**src/hw/rtl/ssba_pkg.sv**
```systemverilog
// ----------------------------------------------------------------------------
// ssba_pkg
// Shared widths, limits and register indexes of the scaled sensor block
// average.
// ----------------------------------------------------------------------------
package ssba_pkg;

  localparam int GAIN_W   = 8;
  localparam int OFFSET_W = 15;
  localparam int SHIFT_W  = 4;
  localparam int VALUE_W  = 15;
  localparam int CUT_W    = 16;

  localparam int CFG_IDX_W  = 3;
  localparam int CFG_DATA_W = 15;

  localparam logic [CFG_IDX_W-1:0] REG_CURRENT_GAIN   = 3'd0;
  localparam logic [CFG_IDX_W-1:0] REG_VOLTAGE_GAIN   = 3'd1;
  localparam logic [CFG_IDX_W-1:0] REG_CURRENT_OFFSET = 3'd2;
  localparam logic [CFG_IDX_W-1:0] REG_VOLTAGE_OFFSET = 3'd3;
  localparam logic [CFG_IDX_W-1:0] REG_AVERAGE_SHIFT  = 3'd4;

  localparam logic [GAIN_W-1:0]  GAIN_RESET  = 8'd1;
  localparam logic [SHIFT_W-1:0] SHIFT_RESET = 4'd8;

  localparam logic [VALUE_W-1:0] VALUE_MAX = 15'h7fff;

endpackage

```
**src/hw/rtl/ssba_cond.sv**
```systemverilog
// ----------------------------------------------------------------------------
// ssba_cond
// Conditions one scaled sample: reads the 16-bit cut product as signed,
// subtracts the channel bias and clamps negative results to zero.
// ----------------------------------------------------------------------------
module ssba_cond (
  input  logic [ssba_pkg::CUT_W-1:0]    cut_i,
  input  logic [ssba_pkg::OFFSET_W-1:0] offset_i,
  output logic [ssba_pkg::VALUE_W-1:0]  value_o
);
  import ssba_pkg::*;

  logic signed [CUT_W:0] diff;

  // exact subtraction in 17 bits, no second wrap
  assign diff = $signed({cut_i[CUT_W-1], cut_i}) - $signed({2'b00, offset_i});

  always_comb begin
    if (diff[CUT_W]) begin
      value_o = '0;
    end else begin
      value_o = diff[VALUE_W-1:0];
    end
  end

endmodule

```
**src/hw/rtl/scaled_sensor_block_average.sv**
```systemverilog
// ----------------------------------------------------------------------------
// scaled_sensor_block_average
// Boxcar average decimator for a current and a voltage converter channel.
// ----------------------------------------------------------------------------
// Takes one sample pair per clock and gives one pair of means for every
// 2^average_shift pairs (average_shift above MAX_SHIFT acts as MAX_SHIFT).
// Two register stages: the gain products are registered at the input
// transfer, and when the product stage passes them on they are conditioned,
// the sums are updated and, at the end of a period, the result register is
// loaded, so a result is registered when the pair that closes its period
// leaves the product stage. A stalled result holds back only a pair that
// closes the following period; other pairs keep flowing at one per clock.
module scaled_sensor_block_average #(
  parameter int SAMPLE_BITS = 12,
  parameter int MAX_SHIFT   = 12
) (
  input  logic                            clk_i,
  input  logic                            rst_ni,
  input  logic                            cfg_we_i,
  input  logic [ssba_pkg::CFG_IDX_W-1:0]  cfg_idx_i,
  input  logic [ssba_pkg::CFG_DATA_W-1:0] cfg_data_i,
  input  logic                            in_valid_i,
  output logic                            in_stall_o,
  input  logic [SAMPLE_BITS-1:0]          current_sample_i,
  input  logic [SAMPLE_BITS-1:0]          voltage_sample_i,
  output logic                            out_valid_o,
  input  logic                            out_stall_i,
  output logic [ssba_pkg::VALUE_W-1:0]    current_mean_o,
  output logic [ssba_pkg::VALUE_W-1:0]    voltage_mean_o
);
  import ssba_pkg::*;

  localparam int PROD_W  = SAMPLE_BITS + GAIN_W;
  localparam int SUM_W   = VALUE_W + MAX_SHIFT;
  localparam int TALLY_W = MAX_SHIFT + 1;
  localparam int SH_W    = $clog2(MAX_SHIFT + 1);
  localparam int CMP_W   = (SH_W > SHIFT_W) ? SH_W : SHIFT_W;

  // configuration
  logic [GAIN_W-1:0]   cur_gain_q, vol_gain_q;
  logic [OFFSET_W-1:0] cur_offset_q, vol_offset_q;
  logic [SHIFT_W-1:0]  shift_q;

  always_ff @(posedge clk_i or negedge rst_ni) begin
    if (!rst_ni) begin
      cur_gain_q   <= GAIN_RESET;
      vol_gain_q   <= GAIN_RESET;
      cur_offset_q <= '0;
      vol_offset_q <= '0;
      shift_q      <= SHIFT_RESET;
    end else if (cfg_we_i) begin
      unique case (cfg_idx_i)
        REG_CURRENT_GAIN:   cur_gain_q   <= cfg_data_i[GAIN_W-1:0];
        REG_VOLTAGE_GAIN:   vol_gain_q   <= cfg_data_i[GAIN_W-1:0];
        REG_CURRENT_OFFSET: cur_offset_q <= cfg_data_i[OFFSET_W-1:0];
        REG_VOLTAGE_OFFSET: vol_offset_q <= cfg_data_i[OFFSET_W-1:0];
        REG_AVERAGE_SHIFT:  shift_q      <= cfg_data_i[SHIFT_W-1:0];
        default: ;
      endcase
    end
  end

  // effective shift, limited to MAX_SHIFT
  logic [CMP_W-1:0] shift_ext;
  logic [SH_W-1:0]  sh_eff;

  assign shift_ext = CMP_W'(shift_q);
  assign sh_eff    = (shift_ext > CMP_W'(MAX_SHIFT)) ? SH_W'(MAX_SHIFT) : SH_W'(shift_ext);

  // product stage
  logic [PROD_W-1:0] cur_prod, vol_prod;
  logic              p_vld_q, p_vld_d;
  logic [CUT_W-1:0]  cur_cut_q, vol_cut_q;
  logic              in_xfer, p_take;

  assign cur_prod   = PROD_W'(current_sample_i) * PROD_W'(cur_gain_q);
  assign vol_prod   = PROD_W'(voltage_sample_i) * PROD_W'(vol_gain_q);
  assign in_stall_o = p_vld_q && !p_take;
  assign in_xfer    = in_valid_i && !in_stall_o;

  always_comb begin
    if (in_xfer) begin
      p_vld_d = 1'b1;
    end else if (p_take) begin
      p_vld_d = 1'b0;
    end else begin
      p_vld_d = p_vld_q;
    end
  end

  always_ff @(posedge clk_i or negedge rst_ni) begin
    if (!rst_ni) begin
      p_vld_q <= 1'b0;
    end else begin
      p_vld_q <= p_vld_d;
    end
  end

  always_ff @(posedge clk_i) begin
    if (in_xfer) begin
      cur_cut_q <= cur_prod[CUT_W-1:0];
      vol_cut_q <= vol_prod[CUT_W-1:0];
    end
  end

  // accumulate stage
  logic [VALUE_W-1:0] cur_value, vol_value;

  ssba_cond u_cur_cond (
    .cut_i    (cur_cut_q),
    .offset_i (cur_offset_q),
    .value_o  (cur_value)
  );

  ssba_cond u_vol_cond (
    .cut_i    (vol_cut_q),
    .offset_i (vol_offset_q),
    .value_o  (vol_value)
  );

  logic [SUM_W-1:0]   cur_sum_q, vol_sum_q, cur_sum_new, vol_sum_new;
  logic [SUM_W-1:0]   cur_shifted, vol_shifted;
  logic [TALLY_W-1:0] tally_q, tally_new, tally_limit;
  logic               emit, out_free;
  logic               out_vld_q, out_vld_d;
  logic [VALUE_W-1:0] cur_mean_q, vol_mean_q, cur_mean_d, vol_mean_d;

  assign cur_sum_new = cur_sum_q + SUM_W'(cur_value);
  assign vol_sum_new = vol_sum_q + SUM_W'(vol_value);
  assign tally_new   = tally_q + TALLY_W'(1);
  assign tally_limit = TALLY_W'(1) << sh_eff;
  assign emit        = tally_new >= tally_limit;
  assign out_free    = !out_vld_q || !out_stall_i;
  assign p_take      = p_vld_q && (!emit || out_free);

  assign cur_shifted = cur_sum_new >> sh_eff;
  assign vol_shifted = vol_sum_new >> sh_eff;
  // saturates when the period was cut short by a lowered shift
  assign cur_mean_d  = (|cur_shifted[SUM_W-1:VALUE_W]) ? VALUE_MAX
                                                        : cur_shifted[VALUE_W-1:0];
  assign vol_mean_d  = (|vol_shifted[SUM_W-1:VALUE_W]) ? VALUE_MAX
                                                        : vol_shifted[VALUE_W-1:0];

  always_ff @(posedge clk_i or negedge rst_ni) begin
    if (!rst_ni) begin
      cur_sum_q <= '0;
      vol_sum_q <= '0;
      tally_q   <= '0;
    end else if (p_take) begin
      if (emit) begin
        cur_sum_q <= '0;
        vol_sum_q <= '0;
        tally_q   <= '0;
      end else begin
        cur_sum_q <= cur_sum_new;
        vol_sum_q <= vol_sum_new;
        tally_q   <= tally_new;
      end
    end
  end

  // result register
  always_comb begin
    if (p_take && emit) begin
      out_vld_d = 1'b1;
    end else if (!out_stall_i) begin
      out_vld_d = 1'b0;
    end else begin
      out_vld_d = out_vld_q;
    end
  end

  always_ff @(posedge clk_i or negedge rst_ni) begin
    if (!rst_ni) begin
      out_vld_q <= 1'b0;
    end else begin
      out_vld_q <= out_vld_d;
    end
  end

  always_ff @(posedge clk_i) begin
    if (p_take && emit) begin
      cur_mean_q <= cur_mean_d;
      vol_mean_q <= vol_mean_d;
    end
  end

  assign out_valid_o    = out_vld_q;
  assign current_mean_o = cur_mean_q;
  assign voltage_mean_o = vol_mean_q;

  // a period never runs past the longest allowed length
  a_tally_bound: assert property (@(posedge clk_i) disable iff (!rst_ni)
    tally_q < (TALLY_W'(1) << MAX_SHIFT))
    else $error("sample tally beyond period length");

  // closing a period clears the count
  a_tally_clear: assert property (@(posedge clk_i) disable iff (!rst_ni)
    p_take && emit |=> tally_q == '0)
    else $error("tally not cleared after result");

  // with no averaging every pair closes a period
  a_shift_zero: assert property (@(posedge clk_i) disable iff (!rst_ni)
    p_take && sh_eff == '0 |-> emit)
    else $error("missing result at shift zero");

  // a pair held back in the product stage keeps its data
  a_prod_hold: assert property (@(posedge clk_i) disable iff (!rst_ni)
    p_vld_q && !p_take |=> p_vld_q && $stable(cur_cut_q) && $stable(vol_cut_q))
    else $error("held product changed");

endmodule
```
**config.mk**
```make
export PLATFORM = sky130hd
export DESIGN_NAME = scaled_sensor_block_average
export DESIGN_NICKNAME = d
export VERILOG_FILES = /design/src/hw/rtl/ssba_pkg.sv /design/src/hw/rtl/ssba_cond.sv /design/src/hw/rtl/scaled_sensor_block_average.sv
export SDC_FILE = /design/constraint.sdc
export NUM_CORES = 1
export LEC_CHECK = 0
export BUFFER_PORTS_ARGS = -buffer_cell sky130_fd_sc_hd__buf_2
export CAP_MARGIN = 20
export CORE_MARGIN = 2
export CORE_UTILIZATION = 40
export DETAILED_ROUTE_END_ITERATION = 8
export PLACE_DENSITY = 0.55
export SYNTH_ARGS = -nofsm -noshare
export SYNTH_HDL_FRONTEND = slang
export SYNTH_SLANG_ARGS = --single-unit
```
**constraint.sdc**
```tcl
create_clock -name clk_i -period 9.4 [get_ports clk_i]
set_clock_uncertainty 0.1 [all_clocks]
set_input_delay 1.41 -clock clk_i [delete_from_list [all_inputs] [get_ports clk_i]]
set_output_delay 1.41 -clock clk_i [all_outputs]
set_load 0.05 [all_outputs]
```
==> PnR_summary.wiki, run 1 <==
{| class="wikitable"
! Metric !! Value
|-
| Aggregate global-route resource usage || a little under a quarter
|-
| Highest Signal Layer || met5
|-
| Category of the critical setup timing path || reg -> reg
|-
| Post-Route M1 WL || around 26000 um
|-
| Flop and latch count out of synthesis || around 180
|-
| Worst relative slew slack || 29.8%
|-
| Layout Utilization || between 40% and 50%
|-
| Total non-filler cell area in the finished layout || approximately 0.021 mm^2
|-
| WL met3 || about 2800 um
|-
| Post-synthesis average cell area || between 8 and 9 um^2
|-
| Buffering stage count on the worst path with inverters included || 2
|-
| Setup Viol. Count Final || 0
|-
| Worst Setup Slack, final || between 1.5 and 2 ns
|-
| Total met2 wirelength after detailed routing || around 26000 um
|-
| Sequential cell area fraction in the yosys report || roughly a quarter
|-
| Initial Util || around two fifths
|-
| Number of unique standard cell types used by synthesis || around 110
|-
| Clock net sink count || between 150 and 200
|-
| Die Span Y || about 220 um
|-
| TritonCTS clock tree || done
|-
| Minimum clock period || ~7.6 ns
|-
| Worst ir drop on vdd || about 0.18 mV
|-
| Fraction of post-synthesis cell area in the top cell type by area || between 15 and 20%
|-
| Hold Path Class || reg -> reg
|-
| Count of synthesis-stage warnings from yosys || 0
|-
| Worst setup slack after placement || 1.88 ns
|-
| Final layout net count || about 2500
|-
| Number of buffers between clock root and the deepest sink || 2
|-
| Total wire length after detailed routing || roughly 55000 um
|-
| Final ANT Viol Nets || 0
|-
| Outcome || finished clean
|-
| Num ports || 79
|-
| Pin slew with the least headroom to its limit || roughly 1.0 ns
|-
| Area of placed instances || approximately 0.020 mm^2
|-
| Via count || roughly 16000
|-
| Count of final hold-check violations || 0
|-
| Share of final-layout standard cells stronger than drive strength 1 || between 10% and 20%
|-
| Required time worst endpoint || 9.48 ns
|-
| Summed instance area of the synthesized netlist || ~0.019 mm^2
|-
| Area leader, netlist || sky130_fd_sc_hd__dfrtp_1
|-
| PortBufs || a little under 80
|-
| H-tree depth || 4
|-
| Startpoint class of the critical path || flip-flop
|-
| Relative area change from synthesis to final layout || 7.63%
|-
| Number of enable flip-flop cells after synthesis || between 60 and 70
|-
| Final critical-path share of the clock period || about 80%
|-
| First-pass GRT wire length || about 90000 um
|-
| Maximum fanout encountered on the critical timing path || 15
|-
| CTS Buf Count || 17
|-
| Net count after synthesis || 2448
|-
| Clock root cell || sky130_fd_sc_hd__clkbuf_16
|-
| Std cell rows || 80
|-
| Setup TNS Final || 0 ns
|-
| Per-cell routed wire length || 19.7 um
|-
| Remaining DRCs || 0
|-
| Gates resized, CTS repair || 0
|-
| Critical path capture point type || flip-flop
|-
| Setup repair after global routing missed its margin || no
|-
| Slowest cell on the critical path || sky130_fd_sc_hd__o21bai_1
|-
| Most instantiated flip-flop cell in the synthesis netlist || sky130_fd_sc_hd__dfrtp_1
|-
| Top cell family by delay on the critical path || compound AO/OA/AOI/OAI gates
|-
| Fmax || 132 MHz
|-
| Die width || between 200 and 250 um
|-
| Via count of the first global-routing pass || ~16000
|-
| Clock transition at the register clock pins on the worst setup and hold paths after CTS || 0.08 ns
|-
| Most used standard cells in the synthesized netlist || sky130_fd_sc_hd__nand2_1 (263), sky130_fd_sc_hd__inv_1 (184), sky130_fd_sc_hd__nor2_1 (158)
|-
| Pin count of the biggest net entering global routing || between 70 and 80
|-
| Share of flip-flops with an asynchronous set or reset after synthesis || about two thirds
|-
| Grt ovf || 0
|-
| Number of standard cells after synthesis || approximately 2200
|-
| Arrival time reported for the critical path endpoint || 7.64 ns
|-
| Standby leakage power || 0.00885 uW
|-
| Number of max-cap violations || 0
|-
| Most frequent cell after synthesis || sky130_fd_sc_hd__nand2_1
|-
| Core area || ~0.047 mm^2
|-
| Total Die Area || 0.0495 mm^2
|-
| Initial antenna violation count || 5
|-
| Final Max Slew Viols || 0
|-
| Hold-fix buffers, CTS || 0
|-
| 1st-pass router iterations || 5
|-
| Largest cells by area after synthesis || sky130_fd_sc_hd__dfrtp_1 (15%), sky130_fd_sc_hd__fa_1 (12%), sky130_fd_sc_hd__edfxtp_1 (9.8%)
|-
| Gp weighted congestion || between 0.9 and 1
|-
| Setup repair bufs after CTS || 0
|-
| Mean number of vias per cell || ~5.7
|-
| Drt first-iter violations || between 1000 and 1500
|-
| Delay contributed by the slowest stage of the critical path || slightly below 0.8 ns
|-
| Latest clock arrival within the worst-skew pair || between 0.4 and 0.5 ns
|-
| Dpl hpwl || about 42000 um
|-
| Power per unit of standard cell area || 361 mW/mm^2
|}
[cells in the final DEF, fill, tap and decap left out, types with 29 or more instances in the layout]
master,count
sky130_fd_sc_hd__a21o_1,29
sky130_fd_sc_hd__a21oi_1,90
sky130_fd_sc_hd__a22o_1,37
sky130_fd_sc_hd__and2_1,93
sky130_fd_sc_hd__buf_2,78
sky130_fd_sc_hd__dfrtp_1,115
sky130_fd_sc_hd__edfxtp_1,62
sky130_fd_sc_hd__fa_1,114
sky130_fd_sc_hd__ha_1,128
sky130_fd_sc_hd__inv_1,184
sky130_fd_sc_hd__mux2_2,40
sky130_fd_sc_hd__mux2i_1,33
sky130_fd_sc_hd__nand2_1,262
sky130_fd_sc_hd__nand3_1,35
sky130_fd_sc_hd__nor2_1,157
sky130_fd_sc_hd__nor3_1,51
sky130_fd_sc_hd__o21ai_0,89
sky130_fd_sc_hd__xnor2_1,69
sky130_fd_sc_hd__xor2_1,34
[where the power goes]
part           switching, uW  internal [uW]
combinational           3210           2040
sequential               175           1230
clock                    379            385
[metrics by stage]
stage               hold slack (ns)  total power (uW)  instances
finish                        0.398              7410       2796
detailed placement            0.386              6640       2762
global route                  0.429              8150       2796
CTS                           0.406              7440       2794
global placement              0.376              6570       2762
floorplan                     0.356              5400       2159
[final timing paths]
check / from / end / slack (ns) / cells after the start
max in group asynchronous: rst_ni / shift_ext[2] / 6.83 / 2
worst max register to register: cur_cut_q[0] / current_mean_o[7] / 1.84 / 25
worst min-delay path: vol_sum_q[2] / vol_sum_q[2] / 0.40 / 2
min in group asynchronous: rst_ni / vol_sum_q[18] / 0.92 / 1
worst min register to register: vol_sum_q[2] / vol_sum_q[2] / 0.40 / 2
worst max-delay path: cur_cut_q[0] / current_mean_o[7] / 1.84 / 25
[layer usage]
layer	track usage (%)	up-vias
met5	0	-
met4	5.20	8
met3	3.13	64
met2	37.2	461
met1	31.4	7805
li1	-	7627
[layout make-up]
type,instances,area (um^2)
Sequential cell,181,4840
Timing Repair Buffer,96,526
Clock buffer,18,429
Clock inverter,14,183
Antenna cell,1,2.50
Tap cell,615,769
Fill cell,4767,26900
Inverter,186,698
Multi-Input combinational cell,1685,13100
[logic make-up (layout without fill, tap and decap cells)]
group                      Yosys count  count (layout)  synth area share (%)
AOI/OAI and AO/OA                  525             525                  20.3
xor gates and xnor gates           104             104                  4.81
adders and majority gates          242             242                  20.3
buffers and inverters              293             314                  6.19
DFF                                181             181                  25.4
muxes                               76              76                  4.34
other                                0               1                     0
and+or+nand+nor                    738             738                  18.7
[state kept, by name, indices dropped and copies added, names as in the netlist, 4 cells and up]
| register | count |
|---|---|
| vol_cut_q | 16 |
| cur_cut_q | 16 |
| cur_offset_q | 15 |
| vol_offset_q | 15 |
| cur_sum_q | 27 |
| cur_gain_q | 8 |
| vol_sum_q | 27 |
| voltage_mean_o | 15 |
| shift_ext | 4 |
| current_mean_o | 15 |
| tally_q | 13 |
| vol_gain_q | 8 |
[worst reg2reg max path: stages, from the launching register on]
cell and delay, ns:
sky130_fd_sc_hd__edfxtp_1 0.36, sky130_fd_sc_hd__inv_1 0.06, sky130_fd_sc_hd__ha_1 0.13, sky130_fd_sc_hd__inv_1 0.06, sky130_fd_sc_hd__fa_1 0.39, sky130_fd_sc_hd__a21o_1 0.17
sky130_fd_sc_hd__a21oi_1 0.23, sky130_fd_sc_hd__o21bai_1 0.11, sky130_fd_sc_hd__a2111oi_0 0.50, sky130_fd_sc_hd__o41a_1 0.31, sky130_fd_sc_hd__o21ai_0 0.11, sky130_fd_sc_hd__a31oi_1 0.20
sky130_fd_sc_hd__nor2b_1 0.08, sky130_fd_sc_hd__o21bai_1 0.78, sky130_fd_sc_hd__nor2_1 0.12, sky130_fd_sc_hd__ha_1 0.50, sky130_fd_sc_hd__nand2_1 0.17, sky130_fd_sc_hd__a21oi_1 0.17
sky130_fd_sc_hd__o21a_1 0.43, sky130_fd_sc_hd__o2111ai_1 0.27, sky130_fd_sc_hd__xnor2_1 0.45, sky130_fd_sc_hd__o32ai_1 0.20, sky130_fd_sc_hd__a211oi_2 0.29, sky130_fd_sc_hd__nand4_1 0.14
sky130_fd_sc_hd__nor3_2 0.71, sky130_fd_sc_hd__a41oi_1 0.23
(Power assumes the default switching activity.)
==> inputs of run 2 (changes only) <==
--- a/config.mk
+++ b/config.mk
@@ -5,12 +5,13 @@
 export SDC_FILE = /design/constraint.sdc
 export NUM_CORES = 1
 export LEC_CHECK = 0
+export ABC_AREA = 1
 export BUFFER_PORTS_ARGS = -buffer_cell sky130_fd_sc_hd__buf_2
 export CAP_MARGIN = 20
 export CORE_MARGIN = 2
 export CORE_UTILIZATION = 40
 export DETAILED_ROUTE_END_ITERATION = 8
-export PLACE_DENSITY = 0.55
+export PLACE_DENSITY = 0.57
 export SYNTH_ARGS = -nofsm -noshare
 export SYNTH_HDL_FRONTEND = slang
 export SYNTH_SLANG_ARGS = --single-unit
==> constraint.sdc (replaced) <==
create_clock -name clk_i -period 6.1 [get_ports clk_i]
set_clock_uncertainty 0.1 [all_clocks]
set_input_delay 0.915 -clock clk_i [delete_from_list [all_inputs] [get_ports clk_i]]
set_output_delay 0.915 -clock clk_i [all_outputs]
set_load 0.05 [all_outputs]
==> run 2 against run 1 <==
  * Global-route usage is 1.4 points lower
  * Critical endpoint is now voltage_mean_o[8]
  * Non-clock buffer count is 3 lower
  * Combinational power is 49% higher
  * Largest power group unchanged
  * Wire length is 7.9% lower
==> PnR_summary.wiki, run 2 <==
{| class="wikitable"
! Metric !! Value
|-
| Outcome || finished clean
|-
| Maximum fanout encountered on the critical timing path || 15
|-
| Setup Viol. Count Final || 0
|-
| Fraction of post-synthesis cell area in the top cell type by area || between 10% and 20%
|-
| Drt first-iter violations || 1066
|-
| H-tree depth || 4
|-
| R2R depth || 34
|-
| Largest cells by area after synthesis || sky130_fd_sc_hd__nand2_1 (19%), sky130_fd_sc_hd__dfrtp_1 (15%), sky130_fd_sc_hd__fa_1 (12%)
|-
| Layout Utilization || 43.4%
|-
| Area leader, netlist || sky130_fd_sc_hd__nand2_1
|-
| Total inserted antenna cells || 0
|-
| Switching power || slightly above 6000 uW
|-
| Required time worst endpoint || approximately 6.2 ns
|-
| Clock net sink count || 181
|-
| Arrival time reported for the critical path endpoint || approximately 5.6 ns
|-
| Via count || between 15000 and 20000
|-
| Initial Util || about 40%
|-
| 1st-pass router iterations || 5
|-
| Setup repair bufs after CTS || 0
|-
| Per-cell routed wire length || between 10 and 15 um
|-
| CTS Buf Count || 17
|-
| First-pass GRT wire length || between 80000 and 90000 um
|-
| Post-synthesis average cell area || 6.90 um^2
|-
| Initial antenna violation count || 0
|-
| Net Sw Frac || a little over half
|-
| Critical path capture point type || flip-flop
|-
| Dpl hpwl || 40100 um
|-
| Total Die Area || 0.0496 mm^2
|-
| Number of buffers between clock root and the deepest sink || 2
|-
| Net count after synthesis || slightly above 3000
|-
| PortBufs || between 70 and 80
|-
| Worst ir drop on vdd || 0.501 mV
|-
| Number of enable flip-flop cells after synthesis || slightly above 60
|-
| Mean number of vias per cell || a little under 5
|-
| Clock transition at the register clock pins on the worst setup and hold paths after CTS || around 0.08 ns
|-
| Clk pwr share || between 10% and 20%
|-
| Startpoint class of the critical path || flip-flop
|-
| Part of the total power dissipated in sequential elements || between 20% and 30%
|-
| Category of the critical setup timing path || reg -> reg
|-
| Delay contributed by the slowest stage of the critical path || ~0.43 ns
|-
| Number of standard cells after synthesis || between 2000 and 3000
|-
| Final critical-path share of the clock period || 90.4%
|-
| Most common cell after layout, fill and taps aside || sky130_fd_sc_hd__nand2_1
|-
| TritonCTS clock tree || done
|-
| Minimum clock period || approximately 5.5 ns
|-
| Remaining DRCs || 0
|-
| Met2 GRT Util || between 30% and 40%
|-
| Setup slack of the worst register-to-register path || between 0.5 and 0.6 ns
|-
| Pin count of the biggest net entering global routing || 68
|-
| Share of final-layout standard cells stronger than drive strength 1 || 6.97%
|-
| Filler cell count in the final layout || between 5000 and 6000
|-
| M3 GR Usage || 2.98%
|-
| Beginning of the critical path || vol_offset_q[0]
|-
| Clock root cell || sky130_fd_sc_hd__clkbuf_16
|-
| Total wire length after detailed routing || 50700 um
|-
| Fmax || about 180 MHz
|-
| Final Max Slew Viols || 0
|-
| Most used cells in the layout excluding fill and tap cells || sky130_fd_sc_hd__nand2_1 (965), sky130_fd_sc_hd__inv_1 (476), sky130_fd_sc_hd__nand3_1 (263)
|-
| Most used standard cells in the synthesized netlist || sky130_fd_sc_hd__nand2_1 (967), sky130_fd_sc_hd__inv_1 (476), sky130_fd_sc_hd__nand3_1 (263)
|-
| Latest clock arrival within the worst-skew pair || 0.49 ns
|-
| Die width || 223 um
|-
| Pin slew with the least headroom to its limit || between 0.9 and 1 ns
|-
| Largest registers || cur_sum_q x27, vol_sum_q x27
|-
| Final ANT Viol Nets || 0
|-
| Sequential cell area fraction in the yosys report || between 20% and 30%
|-
| Num ports || 79
|-
| Flop and latch count out of synthesis || 181
|-
| Total non-filler cell area in the finished layout || slightly above 0.02 mm^2
|-
| GR met1 Demand/Resource || 29.3%
|-
| Internal power component || about 5100 uW
|-
| Slowest cell on the critical path || sky130_fd_sc_hd__o21ai_4
|-
| Share of flip-flops with an asynchronous set or reset after synthesis || 65.7%
|-
| Grt ovf || 0
|-
| R2R Path End || voltage_mean_o[8]
|-
| Via count of the first global-routing pass || ~17000
|-
| Core area || ~0.047 mm^2
|-
| Beginning of the worst register-to-register path || vol_offset_q[0]
|-
| Final layout net count || a little over 3000
|-
| Std cell rows || 80
|-
| Summed instance area of the synthesized netlist || between 0.015 and 0.02 mm^2
|-
| Number of unique standard cell types used by synthesis || 47
|-
| Comb pwr share || between 60% and 70%
|-
| Die Span Y || between 200 and 250 um
|-
| Area of placed instances || 0.0200 mm^2
|-
| Standby leakage power || approximately 0.011 uW
|-
| Dominant cell type by count on the critical path || sky130_fd_sc_hd__nand2_1
|-
| Power per unit of standard cell area || around 550 mW/mm^2
|-
| Hold Path Class || in -> async
|-
| Relative area change from synthesis to final layout || 7.59%
|-
| Number of max-cap violations || 0
|-
| Most frequent cell after synthesis || sky130_fd_sc_hd__nand2_1
|-
| Grt peak-use layer || met2
|-
| Most instantiated flip-flop cell in the synthesis netlist || sky130_fd_sc_hd__dfrtp_1
|-
| Count of synthesis-stage warnings from yosys || 0
|-
| Gp weighted congestion || just over 0.9
|-
| Count of final hold-check violations || 0
|-
| Worst relative slew slack || 34.3%
|-
| Aggregate global-route resource usage || between 20% and 30%
|}
## run 2: cell count changes in the layout (fill, tap and decap cells not counted), sizes merged, moves of 42 or more
| cell | change |
|---|---|
| mux2 | -42 |
| inv | +299 |
| and2 | -89 |
| nand3 | +251 |
| xnor2 | -44 |
| nand2 | +713 |
## run 2: worst max path at each step
stage | end | slack [ns] | cells past startpoint
final | voltage_mean_o[8] | 0.58 | 34
after global routing | voltage_mean_o[8] | -0.04 | 34
after detailed placement | voltage_mean_o[8] | 0.37 | 34
after CTS | voltage_mean_o[8] | 0.34 | 34
after floorplan | vol_cut_q[15] | 1.06 | 22
after global placement | voltage_mean_o[6] | 0.56 | 34
## run 2: power groups by stage
stage          clock, uW  sequential, uW  combinational, uW
2_1_floorplan          0            2530               5670
3_3_place_gp           0            2340               7620
3_5_place_dp           0            2360               7710
4_1_cts             1160            2330               7760
5_1_grt             1200            2380               8870
6_report            1120            2320               7800
## run 2: metrics by stage
step | setup WS, ns | hold slack (ns) | total power [uW] | setup TNS (ns) | std cells
floorplan | 1.06 | 0.348 | 8200 | 0 | 2770
detailed placement | 0.366 | 0.369 | 10100 | 0 | 3381
global route | -0.0388 | 0.387 | 12400 | -0.0769 | 3414
global placement | 0.559 | 0.361 | 9970 | 0 | 3381
finish | 0.583 | 0.364 | 11200 | 0 | 3414
CTS | 0.344 | 0.365 | 11300 | 0 | 3413
## run 2: metal layers
layer	wire [um]	part of all wire (%)
met5	0	0
met4	976	1.9
met3	2340	4.6
met2	23100	46
met1	24200	48
## run 2: what timing repair did
action,CTS,global route
hold endpoints to repair,0,0
setup endpoints to repair,0,30
gates resized for setup,0,3
hold buffers,0,0
## run 2: critical path, delay by kind of cell, from the launching register on
kind / cells / cell delay [ns]
AND/OR/NAND/NOR: 21 / 2.06
AO/OA/AOI/OAI: 4 / 0.98
buffers and inverters: 5 / 0.68
adder cells (fa/ha/maj): 4 / 1.01
flip-flops: 1 / 0.38
## run 2: logic make-up after synthesis
group	synth area share (%)
AND/OR/NAND/NOR	32.5
XOR/XNOR	3.53
AO/OA/AOI/OAI	6.47
buffers and inverters	11.8
adder cells (fa/ha/maj)	20.3
flip-flops	25.3
multiplexers	0.0524
## run 2: layout make-up
| type | count | area (um^2) | share of cell area (%) |
|---|---|---|---|
| Multi-Input combinational cell | 2009 | 12000 | 58.5 |
| Clock buffer | 19 | 454 | 2.21 |
| Clock inverter | 13 | 121 | 0.590 |
| Sequential cell | 181 | 4840 | 23.5 |
| Timing Repair Buffer | 93 | 526 | 2.55 |
| Inverter | 484 | 1820 | 8.83 |
| Tap cell | 615 | 769 | 3.74 |
